<file path="src/rtl/bpd_pkg.sv">
// Package of constants and types for the breath pressure detector.
`timescale 1ns / 1ps

package bpd_pkg;

   // Block configuration
   localparam int WINDOW      = 5;
   localparam int CAL_SAMPLES = 50;

   // Field widths
   localparam int ADC_W    = 12;
   localparam int P_W      = 18;
   localparam int GAIN_W   = 16;
   localparam int GAS_MV_W = 12;
   localparam int FRAC_W   = 6;

   localparam int REQ_DATA_W = 24;
   localparam int RSP_DATA_W = 32;

   // Configuration port
   localparam int CSR_IDX_W  = 1;
   localparam int CSR_DATA_W = 18;

   typedef enum logic [CSR_IDX_W-1:0] {
      CSR_BLOW_THRESHOLD = 1'b0,
      CSR_PRESSURE_GAIN  = 1'b1
   } csr_index_type;

   localparam logic [P_W-1:0]    THRESHOLD_RESET = 18'd128;
   localparam logic [GAIN_W-1:0] GAIN_RESET      = 16'd14855;

   // Arithmetic constants
   localparam logic [P_W-1:0] P_MAX       = 18'd262143;
   localparam int             GAS_MV_FULL = 3300;
   localparam int             ADC_FULL    = 4095;
   localparam int             GAS_RND     = 2047;

   // Serial multiplier: 18-bit multiplicand, 16-bit multiplier, one bit a cycle
   localparam int MUL_A_W   = 18;
   localparam int MUL_B_W   = 16;
   localparam int MUL_P_W   = MUL_A_W + MUL_B_W;
   localparam int MUL_STEPS = MUL_B_W;
   localparam int SCALE_SH  = 14;

   // Serial restoring divider: 24-bit dividend, 12-bit divisor
   localparam int DIV_N_W   = 24;
   localparam int DIV_D_W   = 12;
   localparam int DIV_STEPS = DIV_N_W;
   localparam int STEP_W    = $clog2(DIV_STEPS);

   // Window bookkeeping
   localparam int SLOT_W    = (WINDOW > 1) ? $clog2(WINDOW) : 1;
   localparam int CNT_W     = $clog2(WINDOW + 1);
   localparam int SUM_W     = P_W + CNT_W;
   localparam int CAL_CNT_W = $clog2(CAL_SAMPLES + 1);

   // Result word layout, lowest bit first
   localparam int RSP_BLOW_LSB = 0;
   localparam int RSP_AVG_LSB  = 1;
   localparam int RSP_GAS_LSB  = RSP_AVG_LSB + P_W;
   localparam int RSP_USED_W   = RSP_GAS_LSB + GAS_MV_W;

endpackage

</file>
<file path="src/rtl/breath_pressure_detector.sv">
// Top level of the breath pressure detector: calibration, scaling, averaging, threshold.
//
//  channel  | direction | handshake              | payload
//  ---------+-----------+------------------------+---------------------------------------
//  req      | in        | req_tvalid/req_tready  | tdata: pressure_raw, gas_raw
//  rsp      | out       | rsp_tvalid/rsp_tready  | tdata: blowing, pressure_avg, gas_mv
//  csr      | in        | csr_we                 | csr_index, csr_wdata (write only)
//
// One transaction at a time; req_tready is high only while the sequencer is idle.
// Calibration transactions only accumulate; the last one also runs a serial divide of the baseline.
// Later transactions multiply, sum the filled window entries and divide; a blowing report
// adds a gas multiply and divide; the multiplier runs 16 steps, the divider 24.
// Reset is synchronous; a finished result waits in the output register, which frees the
// sequencer, and it stalls only if a second result is ready before the first is taken.
`timescale 1ns / 1ps

module breath_pressure_detector (
   input  logic                            clock,
   input  logic                            reset,
   // tdata: pressure_raw [11:0], gas_raw [23:12]
   input  logic                            req_tvalid,
   output logic                            req_tready,
   input  logic [bpd_pkg::REQ_DATA_W-1:0]  req_tdata,
   // tdata: blowing [0], pressure_avg [18:1], gas_millivolts [30:19], zero [31]
   output logic                            rsp_tvalid,
   input  logic                            rsp_tready,
   output logic [bpd_pkg::RSP_DATA_W-1:0]  rsp_tdata,
   input  logic                            csr_we,
   input  logic [bpd_pkg::CSR_IDX_W-1:0]   csr_index,
   input  logic [bpd_pkg::CSR_DATA_W-1:0]  csr_wdata
);

   typedef enum logic [3:0] {
      S_IDLE,
      S_BASE_DIV,
      S_BASE_SET,
      S_MUL_P,
      S_SCALE,
      S_SUM,
      S_DIV_AVG,
      S_AVG_CHK,
      S_MUL_G,
      S_GAS_RND,
      S_DIV_G,
      S_GAS_SET,
      S_DONE
   } state_type;

   // Control state
   state_type                              state_ff, state_in;
   logic [bpd_pkg::STEP_W-1:0]             step_ff, step_in;
   logic [bpd_pkg::CAL_CNT_W-1:0]          cal_cnt_ff, cal_cnt_in;
   logic [bpd_pkg::P_W-1:0]                cal_sum_ff, cal_sum_in;
   logic [bpd_pkg::P_W-1:0]                baseline_ff, baseline_in;
   logic [bpd_pkg::P_W-1:0]                thr_ff, thr_in;
   logic [bpd_pkg::GAIN_W-1:0]             gain_ff, gain_in;
   logic [bpd_pkg::SLOT_W-1:0]             slot_ff, slot_in;
   logic                                   full_ff, full_in;
   logic                                   rsp_valid_ff, rsp_valid_in;
   logic [bpd_pkg::RSP_DATA_W-1:0]         rsp_data_ff, rsp_data_in;

   // Datapath registers
   logic [bpd_pkg::ADC_W-1:0]              gas_raw_ff, gas_raw_in;
   logic [bpd_pkg::MUL_A_W-1:0]            mcand_ff, mcand_in;
   logic [bpd_pkg::MUL_P_W-1:0]            prod_ff, prod_in;
   logic [bpd_pkg::DIV_D_W-1:0]            rem_ff, rem_in;
   logic [bpd_pkg::DIV_N_W-1:0]            quo_ff, quo_in;
   logic [bpd_pkg::DIV_D_W-1:0]            divisor_ff, divisor_in;
   logic [bpd_pkg::P_W-1:0]                win_ff [bpd_pkg::WINDOW];
   logic                                   win_we;
   logic [bpd_pkg::P_W-1:0]                win_wdata;
   logic [bpd_pkg::CNT_W-1:0]              count_ff, count_in;
   logic [bpd_pkg::CNT_W-1:0]              idx_ff, idx_in;
   logic [bpd_pkg::SUM_W-1:0]              sum_ff, sum_in;
   logic                                   blow_ff, blow_in;
   logic [bpd_pkg::P_W-1:0]                avg_ff, avg_in;
   logic [bpd_pkg::GAS_MV_W-1:0]           gas_mv_ff, gas_mv_in;

   // Combinational helpers
   logic                                   req_fire;
   logic [bpd_pkg::ADC_W-1:0]              p_raw;
   logic [bpd_pkg::P_W-1:0]                sample;
   logic [bpd_pkg::P_W-1:0]                delta;
   logic [bpd_pkg::P_W-1:0]                cal_sum_nx;
   logic [bpd_pkg::MUL_A_W:0]              mul_add;
   logic [bpd_pkg::MUL_P_W-1:0]            mul_next;
   logic [bpd_pkg::DIV_D_W:0]              rem_sh;
   logic [bpd_pkg::DIV_D_W+1:0]            div_diff;
   logic                                   div_ge;
   logic [bpd_pkg::MUL_P_W-bpd_pkg::SCALE_SH:0] scaled_rnd;
   logic [bpd_pkg::P_W-1:0]                scaled;
   logic [bpd_pkg::CNT_W-1:0]              slot_inc;
   logic                                   slot_wrap;
   logic [bpd_pkg::CNT_W-1:0]              count_new;
   logic [bpd_pkg::SUM_W-1:0]              sum_nx;
   logic [bpd_pkg::P_W-1:0]                avg_q;
   logic                                   mul_last;
   logic                                   div_last;
   logic                                   rsp_free;

   assign req_tready = (state_ff == S_IDLE);
   assign req_fire   = req_tvalid && req_tready;
   assign rsp_tvalid = rsp_valid_ff;
   assign rsp_tdata  = rsp_data_ff;
   assign rsp_free   = !rsp_valid_ff || rsp_tready;

   assign p_raw = req_tdata[bpd_pkg::ADC_W-1:0];

   // Baseline subtraction with clamp at zero, both in Q12.6 counts
   assign sample     = {p_raw, {bpd_pkg::FRAC_W{1'b0}}};
   assign delta      = (sample > baseline_ff) ? (sample - baseline_ff) : '0;
   assign cal_sum_nx = cal_sum_ff + bpd_pkg::P_W'(p_raw);

   // Shift-add multiplier step: add multiplicand into the top half, shift right
   assign mul_add  = {1'b0, prod_ff[bpd_pkg::MUL_P_W-1:bpd_pkg::MUL_B_W]}
                   + (prod_ff[0] ? {1'b0, mcand_ff} : '0);
   assign mul_next = {mul_add, prod_ff[bpd_pkg::MUL_B_W-1:1]};

   // Restoring divider step: one quotient bit a cycle
   assign rem_sh   = {rem_ff, quo_ff[bpd_pkg::DIV_N_W-1]};
   assign div_diff = {1'b0, rem_sh} - {2'b00, divisor_ff};
   assign div_ge   = !div_diff[bpd_pkg::DIV_D_W+1];

   // Round the Q.22 product to 1/256 mmHg and saturate
   assign scaled_rnd = {1'b0, prod_ff[bpd_pkg::MUL_P_W-1:bpd_pkg::SCALE_SH]}
                     + (bpd_pkg::MUL_P_W - bpd_pkg::SCALE_SH + 1)'(prod_ff[bpd_pkg::SCALE_SH-1]);
   assign scaled     = (scaled_rnd > (bpd_pkg::MUL_P_W - bpd_pkg::SCALE_SH + 1)'(bpd_pkg::P_MAX))
                     ? bpd_pkg::P_MAX : scaled_rnd[bpd_pkg::P_W-1:0];

   // Window slot and fill count after this write
   assign slot_inc  = bpd_pkg::CNT_W'(slot_ff) + bpd_pkg::CNT_W'(1);
   assign slot_wrap = (slot_inc == bpd_pkg::CNT_W'(bpd_pkg::WINDOW));
   assign count_new = (slot_wrap || full_ff) ? bpd_pkg::CNT_W'(bpd_pkg::WINDOW) : slot_inc;

   assign sum_nx   = sum_ff + bpd_pkg::SUM_W'(win_ff[idx_ff[bpd_pkg::SLOT_W-1:0]]);
   assign avg_q    = quo_ff[bpd_pkg::P_W-1:0];
   assign mul_last = (step_ff == bpd_pkg::STEP_W'(bpd_pkg::MUL_STEPS - 1));
   assign div_last = (step_ff == bpd_pkg::STEP_W'(bpd_pkg::DIV_STEPS - 1));

   // Sequencer and next-state logic
   always_comb begin
      state_in     = state_ff;
      step_in      = step_ff + bpd_pkg::STEP_W'(1);
      cal_cnt_in   = cal_cnt_ff;
      cal_sum_in   = cal_sum_ff;
      baseline_in  = baseline_ff;
      thr_in       = thr_ff;
      gain_in      = gain_ff;
      slot_in      = slot_ff;
      full_in      = full_ff;
      rsp_data_in  = rsp_data_ff;
      rsp_valid_in = rsp_valid_ff && !rsp_tready;
      gas_raw_in   = gas_raw_ff;
      mcand_in     = mcand_ff;
      prod_in      = prod_ff;
      rem_in       = rem_ff;
      quo_in       = quo_ff;
      divisor_in   = divisor_ff;
      win_we       = 1'b0;
      win_wdata    = scaled;
      count_in     = count_ff;
      idx_in       = idx_ff;
      sum_in       = sum_ff;
      blow_in      = blow_ff;
      avg_in       = avg_ff;
      gas_mv_in    = gas_mv_ff;

      // Register writes; unknown indexes cannot occur at this index width
      if (csr_we) begin
         unique case (bpd_pkg::csr_index_type'(csr_index))
            bpd_pkg::CSR_BLOW_THRESHOLD: thr_in  = csr_wdata[bpd_pkg::P_W-1:0];
            bpd_pkg::CSR_PRESSURE_GAIN:  gain_in = csr_wdata[bpd_pkg::GAIN_W-1:0];
            default: ;
         endcase
      end

      unique case (state_ff)
         S_IDLE: begin
            step_in = '0;
            if (req_fire) begin
               gas_raw_in = req_tdata[bpd_pkg::REQ_DATA_W-1:bpd_pkg::ADC_W];
               if (cal_cnt_ff < bpd_pkg::CAL_CNT_W'(bpd_pkg::CAL_SAMPLES)) begin
                  cal_sum_in = cal_sum_nx;
                  cal_cnt_in = cal_cnt_ff + bpd_pkg::CAL_CNT_W'(1);
                  if (cal_cnt_in == bpd_pkg::CAL_CNT_W'(bpd_pkg::CAL_SAMPLES)) begin
                     quo_in     = bpd_pkg::DIV_N_W'({cal_sum_nx, {bpd_pkg::FRAC_W{1'b0}}})
                                + bpd_pkg::DIV_N_W'(bpd_pkg::CAL_SAMPLES / 2);
                     rem_in     = '0;
                     divisor_in = bpd_pkg::DIV_D_W'(bpd_pkg::CAL_SAMPLES);
                     state_in   = S_BASE_DIV;
                  end
               end else begin
                  prod_in  = bpd_pkg::MUL_P_W'(gain_ff);
                  mcand_in = delta;
                  state_in = S_MUL_P;
               end
            end
         end
         S_BASE_DIV: begin
            rem_in = div_ge ? div_diff[bpd_pkg::DIV_D_W-1:0] : rem_sh[bpd_pkg::DIV_D_W-1:0];
            quo_in = {quo_ff[bpd_pkg::DIV_N_W-2:0], div_ge};
            if (div_last) begin
               state_in = S_BASE_SET;
            end
         end
         S_BASE_SET: begin
            baseline_in = (quo_ff > bpd_pkg::DIV_N_W'(bpd_pkg::P_MAX))
                        ? bpd_pkg::P_MAX : quo_ff[bpd_pkg::P_W-1:0];
            state_in    = S_IDLE;
         end
         S_MUL_P: begin
            prod_in = mul_next;
            if (mul_last) begin
               state_in = S_SCALE;
            end
         end
         S_SCALE: begin
            // Store the scaled sample and start the sum at the rounding term
            win_we   = 1'b1;
            slot_in  = slot_wrap ? '0 : slot_inc[bpd_pkg::SLOT_W-1:0];
            full_in  = full_ff || slot_wrap;
            count_in = count_new;
            idx_in   = '0;
            sum_in   = bpd_pkg::SUM_W'(count_new >> 1);
            state_in = S_SUM;
         end
         S_SUM: begin
            sum_in = sum_nx;
            idx_in = idx_ff + bpd_pkg::CNT_W'(1);
            if (idx_in == count_ff) begin
               quo_in     = bpd_pkg::DIV_N_W'(sum_nx);
               rem_in     = '0;
               divisor_in = bpd_pkg::DIV_D_W'(count_ff);
               step_in    = '0;
               state_in   = S_DIV_AVG;
            end
         end
         S_DIV_AVG: begin
            rem_in = div_ge ? div_diff[bpd_pkg::DIV_D_W-1:0] : rem_sh[bpd_pkg::DIV_D_W-1:0];
            quo_in = {quo_ff[bpd_pkg::DIV_N_W-2:0], div_ge};
            if (div_last) begin
               state_in = S_AVG_CHK;
            end
         end
         S_AVG_CHK: begin
            step_in = '0;
            if (avg_q > thr_ff) begin
               blow_in  = 1'b1;
               avg_in   = avg_q;
               prod_in  = bpd_pkg::MUL_P_W'(gas_raw_ff);
               mcand_in = bpd_pkg::MUL_A_W'(bpd_pkg::GAS_MV_FULL);
               state_in = S_MUL_G;
            end else begin
               blow_in   = 1'b0;
               avg_in    = '0;
               gas_mv_in = '0;
               state_in  = S_DONE;
            end
         end
         S_MUL_G: begin
            prod_in = mul_next;
            if (mul_last) begin
               state_in = S_GAS_RND;
            end
         end
         S_GAS_RND: begin
            quo_in     = prod_ff[bpd_pkg::DIV_N_W-1:0] + bpd_pkg::DIV_N_W'(bpd_pkg::GAS_RND);
            rem_in     = '0;
            divisor_in = bpd_pkg::DIV_D_W'(bpd_pkg::ADC_FULL);
            step_in    = '0;
            state_in   = S_DIV_G;
         end
         S_DIV_G: begin
            rem_in = div_ge ? div_diff[bpd_pkg::DIV_D_W-1:0] : rem_sh[bpd_pkg::DIV_D_W-1:0];
            quo_in = {quo_ff[bpd_pkg::DIV_N_W-2:0], div_ge};
            if (div_last) begin
               state_in = S_GAS_SET;
            end
         end
         S_GAS_SET: begin
            gas_mv_in = quo_ff[bpd_pkg::GAS_MV_W-1:0];
            state_in  = S_DONE;
         end
         S_DONE: begin
            // Hand over to the output register once it is free
            if (rsp_free) begin
               rsp_data_in  = bpd_pkg::RSP_DATA_W'({gas_mv_ff, avg_ff, blow_ff});
               rsp_valid_in = 1'b1;
               state_in     = S_IDLE;
            end
         end
         default: state_in = S_IDLE;
      endcase
   end

   // State, control counters and the output register
   always_ff @(posedge clock) begin
      if (reset) begin
         state_ff     <= S_IDLE;
         step_ff      <= '0;
         cal_cnt_ff   <= '0;
         cal_sum_ff   <= '0;
         baseline_ff  <= '0;
         thr_ff       <= bpd_pkg::THRESHOLD_RESET;
         gain_ff      <= bpd_pkg::GAIN_RESET;
         slot_ff      <= '0;
         full_ff      <= 1'b0;
         rsp_valid_ff <= 1'b0;
      end else begin
         state_ff     <= state_in;
         step_ff      <= step_in;
         cal_cnt_ff   <= cal_cnt_in;
         cal_sum_ff   <= cal_sum_in;
         baseline_ff  <= baseline_in;
         thr_ff       <= thr_in;
         gain_ff      <= gain_in;
         slot_ff      <= slot_in;
         full_ff      <= full_in;
         rsp_valid_ff <= rsp_valid_in;
         rsp_data_ff  <= rsp_data_in;
      end
   end

   // Datapath registers, no reset
   always_ff @(posedge clock) begin
      gas_raw_ff <= gas_raw_in;
      mcand_ff   <= mcand_in;
      prod_ff    <= prod_in;
      rem_ff     <= rem_in;
      quo_ff     <= quo_in;
      divisor_ff <= divisor_in;
      count_ff   <= count_in;
      idx_ff     <= idx_in;
      sum_ff     <= sum_in;
      blow_ff    <= blow_in;
      avg_ff     <= avg_in;
      gas_mv_ff  <= gas_mv_in;
      if (win_we) begin
         win_ff[slot_ff] <= win_wdata;
      end
   end

endmodule

</file>
<file path="config.mk">
export PLATFORM = sky130hd
export DESIGN_NAME = breath_pressure_detector
export DESIGN_NICKNAME = d
export VERILOG_FILES = /design/src/rtl/bpd_pkg.sv /design/src/rtl/breath_pressure_detector.sv
export SDC_FILE = /design/constraint.sdc
export NUM_CORES = 1
export LEC_CHECK = 0
export ABC_AREA = 0
export BUFFER_PORTS_ARGS = -buffer_cell sky130_fd_sc_hd__buf_4
export CORE_ASPECT_RATIO = 2
export CORE_MARGIN = 2
export CORE_UTILIZATION = 42
export CTS_BUF_LIST = sky130_fd_sc_hd__clkbuf_2
export DETAILED_ROUTE_END_ITERATION = 6
export HOLD_SLACK_MARGIN = 0.1
export PLACE_DENSITY = 0.56
export SYNTH_ARGS = -nofsm -noshare
export SYNTH_HDL_FRONTEND = slang
export SYNTH_SLANG_ARGS = --single-unit
</file>
<file path="constraint.sdc">
create_clock -name clock -period 5.1 [get_ports clock]
set_clock_uncertainty 0.1 [all_clocks]
set_input_delay 0.765 -clock clock [delete_from_list [all_inputs] [get_ports clock]]
set_output_delay 0.765 -clock clock [all_outputs]
set_load 0.01 [all_outputs]
</file>
==> flow_summary.yaml <==
layout:
  multiInputGateArea_mm2: 0.008305
  fin_nets: 2065
  regArea_mm2: 0.01039
  post-route-util_pct: 47.76
  drive_above_1_share_pct: 15.91
  mostFrequentLayoutCell: "edfxtp_1"
  fill_cells: 4280
  final_area_mm2: 0.02176
  layout_common_cells: "edfxtp_1, nand2_1, nor2_1, clkbuf_2, buf_4"
  area_growth_pct: 13.08
placed_design:
  io_buffer_count: 80
  placed_area_mm2: 0.02052
  post-place-ws_ps: 902.8
  gp_congestion: 0.8469
  hpwl_um: 36940
clocking:
  htreeDepth: 3
  cts_setup_buffers: 0
  cts_inserted_buffers: 87
  clock_path_buffers: 3
  clk_pin_slew_worst_paths_ps: 120
  cts_root_buffer: "clkbuf_2"
  insertion_delay_ps: 1040
  clock_sinks: 377
  cts-resized-gates: 0
  cts_tree: "done"
pwr:
  p_sw_share_pct: 30.44
  ir_worst_vdd_mv: 0.1598
  power.leakage_nw: 8.264
  seqPwrFrac_pct: 53.1
  power_frac_comb_pct: 17.5
  p_sw_mw: 2.055
  share_clk_of_total_power_pct: 29.4
  power_density_mw_per_mm2: 310.3
  p_int_mw: 4.697
global_route:
  grt_overflow: 0
  antenna_found_initial: 2
  track_usage_pct: 22.04
  grt_pass1_wl_um: 79580
  grt_max_degree: 46
  grt_pass1_vias: 13870
logic_synthesis:
  synth_fa_ha_area_share_pct: 7.244
  synth.top_cell.area_share_pct: 44.32
  synth_area_leader_cell: "edfxtp_1"
  synth_compound_area_share_pct: 12.39
  synth_seq_cells: 377
  synthXorXnorAreaFrac_pct: 5.098
  synth_top_family_by_area: "simple AND/OR/NAND/NOR gates"
  syn_avg_cell_area_um2: 11.06
  synth_nets: 1896
  synthFlopType: "edfxtp_1"
  synth_cell_type_count: 87
  synth_edf_count: 284
  ys_warn_count: 0
  synthArstFlopShare_pct: 0
  yosysSeqAreaShare_pct: 54.00
  synthSimpleGateAreaFrac_pct: 14.62
  syn_area_mm2: 0.01924
  synthTopCellsByArea: "edfxtp_1, dfxtp_1, ha_1, nand2_1, xnor2_1"
  synthMuxAreaShare_pct: 3.472
  postSynthCellCount: 1739
timing:
  setup_viol: 0
  drv_slew: 0
  rsz0062_at_grt: "false"
  finalCriticalPeriod_ps: 4153
  setup_ws_ps: 947.3
  whs_ps: 204.9
  slew_headroom_pct: 28.88
  tns_ps: 0
  min_period_over_period_pct: 81.43
  worstMarginPinSlew_ps: 1067
  final_hold_viol_count: 0
  clock.fmax_mhz: 240.8
worst_setup_path:
  crit_family: "compound AO/OA/AOI/OAI gates"
  crit_arrival_ps: 4920
  critPathKind: "register to register"
  cp_slowest_stage_delay_ps: 720
  crit_path_start_kind: "register"
  path_cells: "buf_4, mux4_2, mux2_2, ha_1, and3_2, o211a_1, a211oi_1, a311oi_2, nor3_1, or3_1, a21oi_1, a2bb2oi_1"
  path_buf_inv: 1
  setup.worst_path.end_class: "register"
  critPathMaxFanout: 10
  cpMaxStageDelayCell: "dfxtp_1"
  required_ps: 5860
route:
  drc: 0
  firstDrtPassIters: 6
  drt_iter0_markers: 1009
  drtAntennaViolNets: 0
  via_per_inst: 5.488
  wl_per_cell_um: 20.50
  drt-total-wl_um: 52080
  vias: 13950
die:
  coreArea_mm2: 0.04555
  die_area_mm2: 0.04764
  die_h_um: 306.7
  start_util_pct: 42.24
  rows: 111
  floorplan.die.width_um: 155.3
  design.portCount: 82
outcome:
  status: "finished, final reports clean"
hold_path:
  hp-start: "req_tdata[3]"
  worst_hold_path_type: "input pin to register"
run:
  cap_violations: 0
==> routing by layer <==
metal	up-vias	global-route usage, %	wire [µm]
li1	6730	-	-
met1	6676	28.65	22250
met2	431	35.79	24660
met3	109	3.974	3082
met4	0	10.09	2094
met5	-	0	0
==> Yosys cell counts (6+ instances only) <==
cell type,instances
nand2b_1,19
a211oi_1,28
mux4_2,18
a31oi_1,15
xnor2_1,59
xor2_1,53
or3_1,11
a211o_1,8
a221oi_1,6
inv_1,86
a22oi_1,13
o21ai_0,47
nand3_1,36
buf_1,8
o21bai_1,10
and3_1,11
nor4_1,6
nor2_1,124
edfxtp_1,284
o21a_1,13
a21boi_0,6
clkbuf_1,51
ha_1,105
and2_1,57
nand2_1,218
nand4_1,23
mux2_2,18
nor2b_1,12
nor3_1,51
dfxtp_1,93
a21oi_1,98
a21o_1,30
or2_2,10
==> kinds of logic after synthesis <==
group / count (synthesis)
compound gates: 346
xor+xnor: 112
flops: 377
fa+ha+maj: 109
simple gates: 598
mux: 41
other cells: 1
buf+inv: 155
==> final cells by class <==
| type | instances | area share, % |
|---|---|---|
| Sequential cell | 377 | 47.75 |
| Multi-Input combinational cell | 1207 | 38.17 |
| Timing Repair Buffer | 148 | 5.590 |
| Tap cell | 565 | 3.249 |
| Clock buffer | 121 | 2.783 |
| Inverter | 87 | 1.501 |
| Clock inverter | 34 | 0.9259 |
| Antenna cell | 2 | 0.02300 |
==> flip-flops by register name, indices dropped and copies added, names as in the netlist, 3 cells and up, named ones only <==
| name | flops |
|---|---|
| win_ff | 90 |
| idx_ff | 3 |
| slot_ff | 3 |
| avg_ff | 18 |
| baseline_ff | 18 |
| divisor_ff | 5 |
| rem_ff | 12 |
| mcand_ff | 18 |
| rsp_tdata | 31 |
| step_ff | 5 |
| quo_ff | 24 |
| cal_cnt_ff | 6 |
| sum_ff | 21 |
| count_ff | 3 |
| prod_ff | 34 |
| gas_raw_ff | 12 |
| cal_sum_ff | 18 |
| state_ff | 4 |
| gas_mv_ff | 12 |
| thr_ff | 18 |
| gain_ff | 16 |
==> timing repair <==
action                     CTS  global route
hold endpoints to repair    73             0
hold buffers                42             0
setup endpoints to repair    0             0
==> metrics by stage <==
step / std cells / power, mW
floorplan: 1739 / 4.431
global placement: 2342 / 4.794
detailed placement: 2342 / 4.800
CTS: 2539 / 6.825
global route: 2541 / 7.109
finish: 2541 / 6.752
==> final timing paths <==
kind,to,slack (ps),depth (start not counted)
max reg2reg,quo_ff[20],950,12
min reg2reg,rsp_tdata[7],320,0
min,cal_sum_ff[3],200,5
max,quo_ff[20],950,12
==> tightest hold or removal path, delay by kind of cell <==
kind                     cells  cell delay, ps
AND/OR/NAND/NOR              1              60
buffers and inverters        1             100
XOR/XNOR                     1             110
adder cells (fa/ha/maj)      1             190
AO/OA/AOI/OAI                1              50
==> power groups by stage <==
stage / registers, mW / logic (mW) / clock network (mW)
6_report: 3.59 / 1.18 / 1.99
5_1_grt: 3.60 / 1.31 / 2.20
4_1_cts: 3.59 / 1.18 / 2.06
3_5_place_dp: 3.66 / 1.14 / 0
3_3_place_gp: 3.65 / 1.14 / 0
2_1_floorplan: 3.59 / 0.839 / 0
(Power assumes the default switching activity.)
